### src/rtl/rtw_pkg.sv
// Shared types, status codes and helpers for the radix to string converter.
package rtw_pkg;

  localparam int DEF_MAX_DIGITS = 64;
  localparam int VALUE_W = 64;
  localparam int SIZE_W = 16;
  localparam int RADIX_W = 8;
  localparam int CELL_W = 7;
  localparam int CHAR_W = 7;
  localparam int STATUS_W = 2;
  // Bits of the dividend consumed per division cycle.
  localparam int DIV_STEP = 8;

  localparam logic [STATUS_W-1:0] ST_OK = 2'd0;
  localparam logic [STATUS_W-1:0] ST_INVALID = 2'd1;
  localparam logic [STATUS_W-1:0] ST_RANGE = 2'd2;

  localparam logic [CHAR_W-1:0] CHAR_ZERO = 7'd48;
  localparam logic [CHAR_W-1:0] CHAR_A_LESS_10 = 7'd87;

  // Classification made by the front end.
  typedef enum logic [1:0] {
    K_NO_BUFFER,
    K_SIZE_ONE,
    K_BAD_RADIX,
    K_CONVERT
  } kind_t;

  typedef struct packed {
    kind_t               kind;
    logic [VALUE_W-1:0]  value;
    logic [SIZE_W-1:0]   size;
    logic [5:0]          radix;
  } cmd_t;

  // Digit value to its ASCII character, lower-case letters above nine.
  function automatic logic [CHAR_W-1:0] digit_char(input logic [5:0] d);
    logic [CHAR_W-1:0] dx;
    dx = {1'b0, d};
    if (d <= 6'd9) begin
      digit_char = CHAR_ZERO + dx;
    end else begin
      digit_char = CHAR_A_LESS_10 + dx;
    end
  endfunction

endpackage

### src/rtl/rtw_if.sv
// Channel interfaces for the request and the cell write results.
interface rtw_in_if
  import rtw_pkg::*;
  ();
  logic               valid;
  logic               ready;
  logic [VALUE_W-1:0] value;
  logic               buffer_present;
  logic [SIZE_W-1:0]  size;
  logic [RADIX_W-1:0] radix;

  modport source (output valid, value, buffer_present, size, radix, input ready);
  modport sink (input valid, value, buffer_present, size, radix, output ready);
endinterface

interface rtw_out_if
  import rtw_pkg::*;
  ();
  logic                valid;
  logic                ready;
  logic                write_enable;
  logic [CELL_W-1:0]   cell_index;
  logic [CHAR_W-1:0]   cell_char;
  logic                end_write;
  logic [CELL_W-1:0]   end_index;
  logic [STATUS_W-1:0] status;
  logic                last;

  modport source (output valid, write_enable, cell_index, cell_char, end_write,
                  end_index, status, last, input ready);
  modport sink (input valid, write_enable, cell_index, cell_char, end_write,
                end_index, status, last, output ready);
endinterface

### src/rtl/rtw_front.sv
// Front end: accepts requests and classifies them into commands.
module rtw_front
  import rtw_pkg::*;
(
  rtw_in_if.sink in_ch,
  input  logic   q_full,
  output logic   q_push,
  output cmd_t   q_cmd
);

  // Accept whenever the command queue has room.
  assign in_ch.ready = !q_full;
  assign q_push = in_ch.valid && !q_full;

  // Check buffer, then size, then radix, in that order.
  always_comb begin
    q_cmd.value = in_ch.value;
    q_cmd.size = in_ch.size;
    q_cmd.radix = in_ch.radix[5:0];
    if (!in_ch.buffer_present || in_ch.size == '0) begin
      q_cmd.kind = K_NO_BUFFER;
    end else if (in_ch.size == SIZE_W'(1)) begin
      q_cmd.kind = K_SIZE_ONE;
    end else if (in_ch.radix < RADIX_W'(2) || in_ch.radix > RADIX_W'(36)) begin
      q_cmd.kind = K_BAD_RADIX;
    end else begin
      q_cmd.kind = K_CONVERT;
    end
  end

endmodule

### src/rtl/rtw_fifo.sv
// Two-entry command queue between the front and back ends.
module rtw_fifo
  import rtw_pkg::*;
(
  input  logic clk,
  input  logic rst,
  input  logic push,
  input  cmd_t push_cmd,
  output logic full,
  input  logic pop,
  output logic empty,
  output cmd_t pop_cmd
);

  cmd_t       slots [2];
  logic       wr_ptr;
  logic       rd_ptr;
  logic [1:0] count;

  assign full = count == 2'd2;
  assign empty = count == 2'd0;
  assign pop_cmd = slots[rd_ptr];

  // Pointer and occupancy tracking.
  always_ff @(posedge clk) begin
    if (rst) begin
      wr_ptr <= 1'b0;
      rd_ptr <= 1'b0;
      count <= 2'd0;
    end else begin
      if (push) begin
        wr_ptr <= !wr_ptr;
      end
      if (pop) begin
        rd_ptr <= !rd_ptr;
      end
      if (push && !pop) begin
        count <= count + 2'd1;
      end else if (pop && !push) begin
        count <= count - 2'd1;
      end
    end
  end

  // Entry storage.
  always_ff @(posedge clk) begin
    if (push) begin
      slots[wr_ptr] <= push_cmd;
    end
  end

endmodule

### src/rtl/rtw_back.sv
// Back end: digit generation by iterative division, then cell write output.
module rtw_back
  import rtw_pkg::*;
#(
  parameter int MAX_DIGITS = DEF_MAX_DIGITS
) (
  input  logic clk,
  input  logic rst,
  input  logic q_empty,
  input  cmd_t q_cmd,
  output logic q_pop,
  rtw_out_if.source out_ch
);

  localparam int NW = $clog2(MAX_DIGITS + 1);
  localparam int AW = $clog2(MAX_DIGITS);
  localparam int CHUNKS = VALUE_W / DIV_STEP;
  localparam int CW = $clog2(CHUNKS);

  typedef enum logic [2:0] {
    S_IDLE,
    S_DIV,
    S_RD,
    S_SHOW,
    S_HOLD
  } state_t;

  state_t              state;
  logic [VALUE_W-1:0]  quo;
  logic [5:0]          rem;
  logic [5:0]          rdx;
  logic [CW-1:0]       chunk;
  logic [NW-1:0]       ndig;
  logic [NW-1:0]       idx;
  logic [NW-1:0]       ovsz;
  logic                ovf;
  logic                fin;
  logic [SIZE_W-1:0]   size_r;

  logic [CHAR_W-1:0]   digits [MAX_DIGITS];
  logic [CHAR_W-1:0]   rdata;
  logic [AW-1:0]       rd_addr;

  logic                ov;
  logic                o_we;
  logic [CELL_W-1:0]   o_idx;
  logic [CHAR_W-1:0]   o_char;
  logic                o_ew;
  logic [CELL_W-1:0]   o_eidx;
  logic [STATUS_W-1:0] o_st;
  logic                o_last;

  logic [VALUE_W-1:0]  quo_next;
  logic [5:0]          rem_next;
  logic [NW-1:0]       ndig_next;
  logic                xfer;

  assign out_ch.valid = ov;
  assign out_ch.write_enable = o_we;
  assign out_ch.cell_index = o_idx;
  assign out_ch.cell_char = o_char;
  assign out_ch.end_write = o_ew;
  assign out_ch.end_index = o_eidx;
  assign out_ch.status = o_st;
  assign out_ch.last = o_last;

  assign xfer = ov && out_ch.ready;
  assign q_pop = state == S_IDLE && !q_empty;
  assign ndig_next = ndig + NW'(1);

  // Eight restoring division steps on the top bits of the running dividend.
  always_comb begin
    logic [6:0] t;
    quo_next = quo;
    rem_next = rem;
    for (int k = 0; k < DIV_STEP; k++) begin
      t = {rem_next, quo_next[VALUE_W-1]};
      quo_next = {quo_next[VALUE_W-2:0], 1'b0};
      if (t >= {1'b0, rdx}) begin
        t = t - {1'b0, rdx};
        quo_next[0] = 1'b1;
      end
      rem_next = t[5:0];
    end
  end

  // Success reads the digits most significant first, overflow reads upward.
  always_comb begin
    if (ovf) begin
      rd_addr = AW'(idx);
    end else begin
      rd_addr = AW'(ndig - NW'(1) - idx);
    end
  end

  // Digit store, written one digit at a time, read data registered.
  always_ff @(posedge clk) begin
    if (state == S_DIV && chunk == CW'(CHUNKS - 1)) begin
      digits[AW'(ndig)] <= digit_char(rem_next);
    end
    rdata <= digits[rd_addr];
  end

  // Sequencer and output register.
  always_ff @(posedge clk) begin
    if (rst) begin
      state <= S_IDLE;
      ov <= 1'b0;
    end else begin
      unique case (state)
        S_IDLE: begin
          if (!q_empty) begin
            quo <= q_cmd.value;
            rdx <= q_cmd.radix;
            size_r <= q_cmd.size;
            rem <= '0;
            chunk <= '0;
            ndig <= '0;
            o_we <= 1'b1;
            o_idx <= '0;
            o_char <= '0;
            o_ew <= 1'b0;
            o_eidx <= '0;
            o_last <= 1'b1;
            fin <= 1'b1;
            unique case (q_cmd.kind)
              K_NO_BUFFER: begin
                o_we <= 1'b0;
                o_st <= ST_INVALID;
                ov <= 1'b1;
                state <= S_HOLD;
              end
              K_SIZE_ONE: begin
                o_st <= ST_RANGE;
                ov <= 1'b1;
                state <= S_HOLD;
              end
              K_BAD_RADIX: begin
                o_st <= ST_INVALID;
                ov <= 1'b1;
                state <= S_HOLD;
              end
              K_CONVERT: begin
                state <= S_DIV;
              end
              default: begin
                state <= S_IDLE;
              end
            endcase
          end
        end
        S_DIV: begin
          quo <= quo_next;
          rem <= rem_next;
          chunk <= chunk + CW'(1);
          if (chunk == CW'(CHUNKS - 1)) begin
            rem <= '0;
            ndig <= ndig_next;
            if (quo_next == '0 || ndig_next == NW'(MAX_DIGITS)) begin
              // Decide between full fit and overflow.
              if ({{(SIZE_W + 1 - NW){1'b0}}, ndig_next} + (SIZE_W + 1)'(1)
                  <= {1'b0, size_r}) begin
                ovf <= 1'b0;
                idx <= '0;
              end else begin
                ovf <= 1'b1;
                idx <= NW'(1);
                ovsz <= NW'(size_r);
              end
              state <= S_RD;
            end
          end
        end
        S_RD: begin
          state <= S_SHOW;
        end
        S_SHOW: begin
          o_we <= 1'b1;
          ov <= 1'b1;
          if (!ovf) begin
            o_idx <= CELL_W'(idx);
            o_char <= rdata;
            o_st <= ST_OK;
            o_ew <= idx == ndig - NW'(1);
            o_eidx <= (idx == ndig - NW'(1)) ? CELL_W'(ndig) : '0;
            o_last <= idx == ndig - NW'(1);
            fin <= idx == ndig - NW'(1);
          end else if (idx == ovsz) begin
            o_idx <= '0;
            o_char <= '0;
            o_st <= ST_RANGE;
            o_ew <= 1'b0;
            o_eidx <= '0;
            o_last <= 1'b1;
            fin <= 1'b1;
          end else begin
            o_idx <= CELL_W'(idx);
            o_char <= rdata;
            o_st <= ST_RANGE;
            o_ew <= 1'b0;
            o_eidx <= '0;
            o_last <= 1'b0;
            fin <= 1'b0;
          end
          state <= S_HOLD;
        end
        S_HOLD: begin
          if (xfer) begin
            ov <= 1'b0;
            if (fin) begin
              state <= S_IDLE;
            end else begin
              idx <= idx + NW'(1);
              state <= S_RD;
            end
          end
        end
        default: begin
          state <= S_IDLE;
        end
      endcase
    end
  end

endmodule

### src/rtl/u64_radix_to_wide_string.sv
// Top level of the 64-bit unsigned integer to radix string converter.
//
//   Port     Role    Carries
//   in_ch    sink    value, buffer_present, size, radix (one conversion)
//   out_ch   source  one buffer cell write per transfer, last marks the end
//
// Division handles eight dividend bits per cycle, one digit per full pass
// over the 64-bit dividend. Each result is then read from the digit store,
// loaded into the output register and transferred, waiting while out_ch stalls.
// Error requests produce their single result straight from the idle state.
// Reset is synchronous; a stalled output holds the back end while the front
// end keeps queuing up to two requests.
module u64_radix_to_wide_string
  import rtw_pkg::*;
#(
  parameter int MAX_DIGITS = DEF_MAX_DIGITS
) (
  input logic clk,
  input logic rst,
  rtw_in_if.sink in_ch,
  rtw_out_if.source out_ch
);

  logic q_full;
  logic q_push;
  logic q_empty;
  logic q_pop;
  cmd_t push_cmd;
  cmd_t pop_cmd;

  rtw_front u_front (
    .in_ch  (in_ch),
    .q_full (q_full),
    .q_push (q_push),
    .q_cmd  (push_cmd)
  );

  rtw_fifo u_fifo (
    .clk      (clk),
    .rst      (rst),
    .push     (q_push),
    .push_cmd (push_cmd),
    .full     (q_full),
    .pop      (q_pop),
    .empty    (q_empty),
    .pop_cmd  (pop_cmd)
  );

  rtw_back #(
    .MAX_DIGITS (MAX_DIGITS)
  ) u_back (
    .clk     (clk),
    .rst     (rst),
    .q_empty (q_empty),
    .q_cmd   (pop_cmd),
    .q_pop   (q_pop),
    .out_ch  (out_ch)
  );

endmodule
### src/flat_wrapper.sv
// flat-port wrapper written by rule: the top's interface ports become plain ports
module u64_radix_to_wide_string_flat import rtw_pkg::*;
#(
  parameter int MAX_DIGITS = DEF_MAX_DIGITS
)
  (clk, rst, in_ch_valid, in_ch_value, in_ch_buffer_present, in_ch_size, in_ch_radix, in_ch_ready, out_ch_valid, out_ch_write_enable, out_ch_cell_index, out_ch_cell_char, out_ch_end_write, out_ch_end_index, out_ch_status, out_ch_last, out_ch_ready);
  rtw_in_if in_ch_i ();
  rtw_out_if out_ch_i ();
  input logic clk;
  input logic rst;
  input wire logic [$bits(in_ch_i.valid)-1:0] in_ch_valid;
  input wire logic [$bits(in_ch_i.value)-1:0] in_ch_value;
  input wire logic [$bits(in_ch_i.buffer_present)-1:0] in_ch_buffer_present;
  input wire logic [$bits(in_ch_i.size)-1:0] in_ch_size;
  input wire logic [$bits(in_ch_i.radix)-1:0] in_ch_radix;
  output wire logic [$bits(in_ch_i.ready)-1:0] in_ch_ready;
  output wire logic [$bits(out_ch_i.valid)-1:0] out_ch_valid;
  output wire logic [$bits(out_ch_i.write_enable)-1:0] out_ch_write_enable;
  output wire logic [$bits(out_ch_i.cell_index)-1:0] out_ch_cell_index;
  output wire logic [$bits(out_ch_i.cell_char)-1:0] out_ch_cell_char;
  output wire logic [$bits(out_ch_i.end_write)-1:0] out_ch_end_write;
  output wire logic [$bits(out_ch_i.end_index)-1:0] out_ch_end_index;
  output wire logic [$bits(out_ch_i.status)-1:0] out_ch_status;
  output wire logic [$bits(out_ch_i.last)-1:0] out_ch_last;
  input wire logic [$bits(out_ch_i.ready)-1:0] out_ch_ready;
  assign in_ch_i.valid = in_ch_valid;
  assign in_ch_i.value = in_ch_value;
  assign in_ch_i.buffer_present = in_ch_buffer_present;
  assign in_ch_i.size = in_ch_size;
  assign in_ch_i.radix = in_ch_radix;
  assign in_ch_ready = in_ch_i.ready;
  assign out_ch_valid = out_ch_i.valid;
  assign out_ch_write_enable = out_ch_i.write_enable;
  assign out_ch_cell_index = out_ch_i.cell_index;
  assign out_ch_cell_char = out_ch_i.cell_char;
  assign out_ch_end_write = out_ch_i.end_write;
  assign out_ch_end_index = out_ch_i.end_index;
  assign out_ch_status = out_ch_i.status;
  assign out_ch_last = out_ch_i.last;
  assign out_ch_i.ready = out_ch_ready;
  u64_radix_to_wide_string #(.MAX_DIGITS(MAX_DIGITS)) u_core (.clk(clk), .rst(rst), .in_ch(in_ch_i), .out_ch(out_ch_i));
endmodule
### config.mk
export PLATFORM = sky130hd
export DESIGN_NAME = u64_radix_to_wide_string_flat
export DESIGN_NICKNAME = d
export VERILOG_FILES = /design/src/rtl/rtw_pkg.sv /design/src/rtl/rtw_if.sv /design/src/rtl/rtw_front.sv /design/src/rtl/rtw_fifo.sv /design/src/rtl/rtw_back.sv /design/src/rtl/u64_radix_to_wide_string.sv /design/src/flat_wrapper.sv
export SDC_FILE = /design/constraint.sdc
export NUM_CORES = 1
export LEC_CHECK = 0
export BUFFER_PORTS_ARGS = -buffer_cell sky130_fd_sc_hd__buf_2
export CAP_MARGIN = 20
export CORE_AREA = 2 2 379 193
export CTS_BUF_LIST = sky130_fd_sc_hd__clkbuf_4 sky130_fd_sc_hd__clkbuf_8 sky130_fd_sc_hd__clkbuf_16
export CTS_CLUSTER_DIAMETER = 50
export DETAILED_ROUTE_END_ITERATION = 7
export DIE_AREA = 0 0 381 195
export PLACE_DENSITY = 0.68
export SLEW_MARGIN = 0
export SYNTH_ARGS = -nofsm -noshare
export SYNTH_HDL_FRONTEND = slang
export SYNTH_HIERARCHICAL = 1
export SYNTH_SLANG_ARGS = --single-unit
### constraint.sdc
create_clock -name clk -period 22.9 [get_ports clk]
set_clock_uncertainty 0.15 [all_clocks]
set_input_delay 1.145 -clock clk [delete_from_list [all_inputs] [get_ports clk]]
set_output_delay 1.145 -clock clk [all_outputs]
set_load 0.01 [all_outputs]
==> results.ini <==
[synthesis]
synth_top_family_by_area = simple AND/OR/NAND/NOR gates
synthAdderAreaFrac = 0.0310
async_flop_share = 0
synth_mux_area_frac = 0.0576
syn_nets = 2859
synth_compound_area_frac = 0.0627
synth-simple-area-share = 0.128
yosys.area_share.xor_xnor = 0.0184
yosys.cell_types.count = 78
synth_edf_count = 767
synthFlopType = edfxtp_1
synth_area_mm2 = 0.0353
yosysSeqAreaShare = 0.662
synth_warnings = 6
avgSynthCellArea_um2 = 13.1
netlist_instances = 2684
ys_seq_elements = 783

[setup_path]
worstSetupPathType = register to register
max_stage_delay_ns = 0.72
cp.arrival_ns = 20.64
crit_slowest_cell = edfxtp_1
crit_required_ns = 23.10
start_kind = register
cp_max_fo = 64
setup.worst_path.end_class = register

[floorplanning]
die_w_um = 381
core_area_mm2 = 0.0706
die_area_mm2 = 0.0743
num_rows = 69
floorplan.initialDensity = 0.500
die_y_um = 195
io_pins = 121

[route]
wl_per_cell_um = 20.4
antenna_left = 0
dr.pass1.iters = 5
route.detailed.drc = 0
num_vias = 20812
drt_iter0_drc = 1982
viasPerCell = 5.61
drt-total-wl_um = 75800

[finish]
drive_gt1_frac = 0.165
nFillCells = 5754
area_growth_syn_to_layout_pct = 9.39
fin_nets = 2868
multi_input_area_mm2 = 0.0107
final-seq-area_mm2 = 0.0234

[global_route]
overflow = 0
grt_first_pass_wirelength_um = 118000
grt_pass1_vias = 20563
groute.usage.overall = 0.203
grt_max_degree = 183
antenna_found_initial = 1

[clock_tree]
cts_setup_buffers = 0
insertion_delay_ns = 0.65
path_clk_slew_ns = 0.07
cts_buffers = 73
cts_tree = built
cts-htree-levels = 3
clockBufferDepth = 3
cts_root_buf = clkbuf_16
cts.sinks = 783
hold_buffers = 0
cts_resized = 0

[outcome]
status = finished clean

[timing]
rsz0062_at_grt = false
fmax_mhz = 48.9
drv_slew = 0
setup_viol = 0
slew_headroom = 0.361
period_share = 0.892
period_minus_slack_ns = 20.44
hold_viol_final = 0
tns_ns = 0
tightest_slew_ns = 0.956

[place]
io_buffers = 120
hpwl_um = 46700
routabilityCongestion = 0.915

[run]
maxCapViolCount = 0

[min_path]
min_path_type = register to register

==> metrics by stage <==
step | util | area, µm² | instances | hold WS (ns) | setup WS, ns
2_1_floorplan | - | 35300 | 2684 | 0.276 | 2.98
3_3_place_gp | 0.514 | 36300 | 3575 | 0.313 | 3.07
3_5_place_dp | 0.514 | 36300 | 3576 | 0.320 | 2.59
4_1_cts | 0.547 | 38600 | 3710 | 0.336 | 2.54
5_1_grt | 0.547 | 38600 | 3710 | 0.349 | 0.464
6_report | 0.547 | 38600 | 3711 | 0.337 | 2.46
==> critical path, delay by kind of cell (launching register included) <==
| kind | cells | cell delay [ns] |
|---|---|---|
| buffers and inverters | 7 | 1.38 |
| adders and majority gates | 9 | 2.43 |
| and+or+nand+nor | 20 | 3.31 |
| AOI/OAI and AO/OA | 41 | 10.23 |
| muxes | 5 | 1.89 |
| DFF | 1 | 0.72 |
==> metal layers <==
layer,GRT usage,share of wire,up-vias
li1,-,-,9794
met1,0.278,0.43,10272
met2,0.332,0.48,621
met3,0.0337,0.058,125
met4,0.0735,0.031,0
met5,0,0,-
==> area by class of cell <==
cell class              instances  area share
repair buffers                151      0.0221
flip-flops and latches        783       0.605
well taps                     958      0.0311
inverters                      66     0.00655
clock buffers                  90      0.0506
diodes                          1   0.0000648
multi-input cells            1618       0.276
clock inverters                44     0.00833
==> cell usage after synthesis (13+ instances only) <==
cell type / n / area, µm²
a21o_1: 19 / 143
nand2b_1: 13 / 81.3
nand2_1: 571 / 2140
mux2_2: 78 / 878
ha_1: 73 / 913
nor2b_1: 19 / 119
inv_1: 65 / 244
a311oi_1: 59 / 517
and2_1: 43 / 269
buf_1: 21 / 78.8
nand3_1: 105 / 526
a21oi_1: 56 / 280
xor2_1: 31 / 272
mux4_2: 28 / 631
nor3_1: 20 / 100
buf_4: 88 / 661
mux2_4: 23 / 345
a211oi_1: 31 / 233
and3_1: 47 / 294
o21ai_0: 34 / 170
a31oi_1: 40 / 250
xnor2_1: 43 / 377
dfxtp_1: 16 / 320
nand4_1: 17 / 106
edfxtp_1: 767 / 23000
nor4_1: 17 / 106
nor2_1: 127 / 477
clkbuf_1: 96 / 360
==> kinds of logic after synthesis <==
group	Yosys count
and+or+nand+nor	1016
xor gates and xnor gates	74
DFF	783
muxes	143
AOI/OAI and AO/OA	303
buffers and inverters	283
adders and majority gates	82
==> flip-flops by register name (all words and copies together), names as in the netlist, 3 cells and up, named ones only <==
name                             cells
u_core/u_back/chunk                  3
u_core/u_back/digits               448
u_core/u_back/idx                    7
u_core/u_back/ndig                   7
u_core/u_back/out_ch.cell_char       7
u_core/u_back/out_ch.cell_index      7
u_core/u_back/out_ch.end_index       7
u_core/u_back/ovsz                   7
u_core/u_back/quo                   64
u_core/u_back/rdata                  7
u_core/u_back/rdx                    6
u_core/u_back/rem                    6
u_core/u_back/size_r                16
u_core/u_back/state                  3
u_core/u_fifo/slots                176
==> path summary, 6_finish.rpt <==
kind,from,to,slack [ns],cells after the start
max,u_core/u_back/rdx[1]$_DFFE_PP_,u_core/u_back/digits[49][6]$_DFFE_PP_,2.46,82
min,u_core/u_back/size_r[3]$_DFFE_PP_,u_core/u_back/ovsz[3]$_DFFE_PP_,0.34,0
max reg2reg,u_core/u_back/rdx[1]$_DFFE_PP_,u_core/u_back/digits[49][6]$_DFFE_PP_,2.46,82
min reg2reg,u_core/u_back/size_r[3]$_DFFE_PP_,u_core/u_back/ovsz[3]$_DFFE_PP_,0.34,0
==> cell usage in the layout, fill, tap and decap left out, drive strengths merged, types with 20 or more instances in the layout <==
cell type and instances:
edfxtp 767, nand2 573, buf 151, nor2 131, nand3 105, mux2 101, clkbuf 90, ha 73
inv 71, a21oi 60, a311oi 59, and3 47, and2 43, xnor2 43, a31oi 40, o21ai 37
clkinv 37, a211oi 34, xor2 31, mux4 28, nor3 20, nor4 20
Power is not shown: default switching activity piles up to over one toggle a cycle in this logic, so the estimate is an artifact.
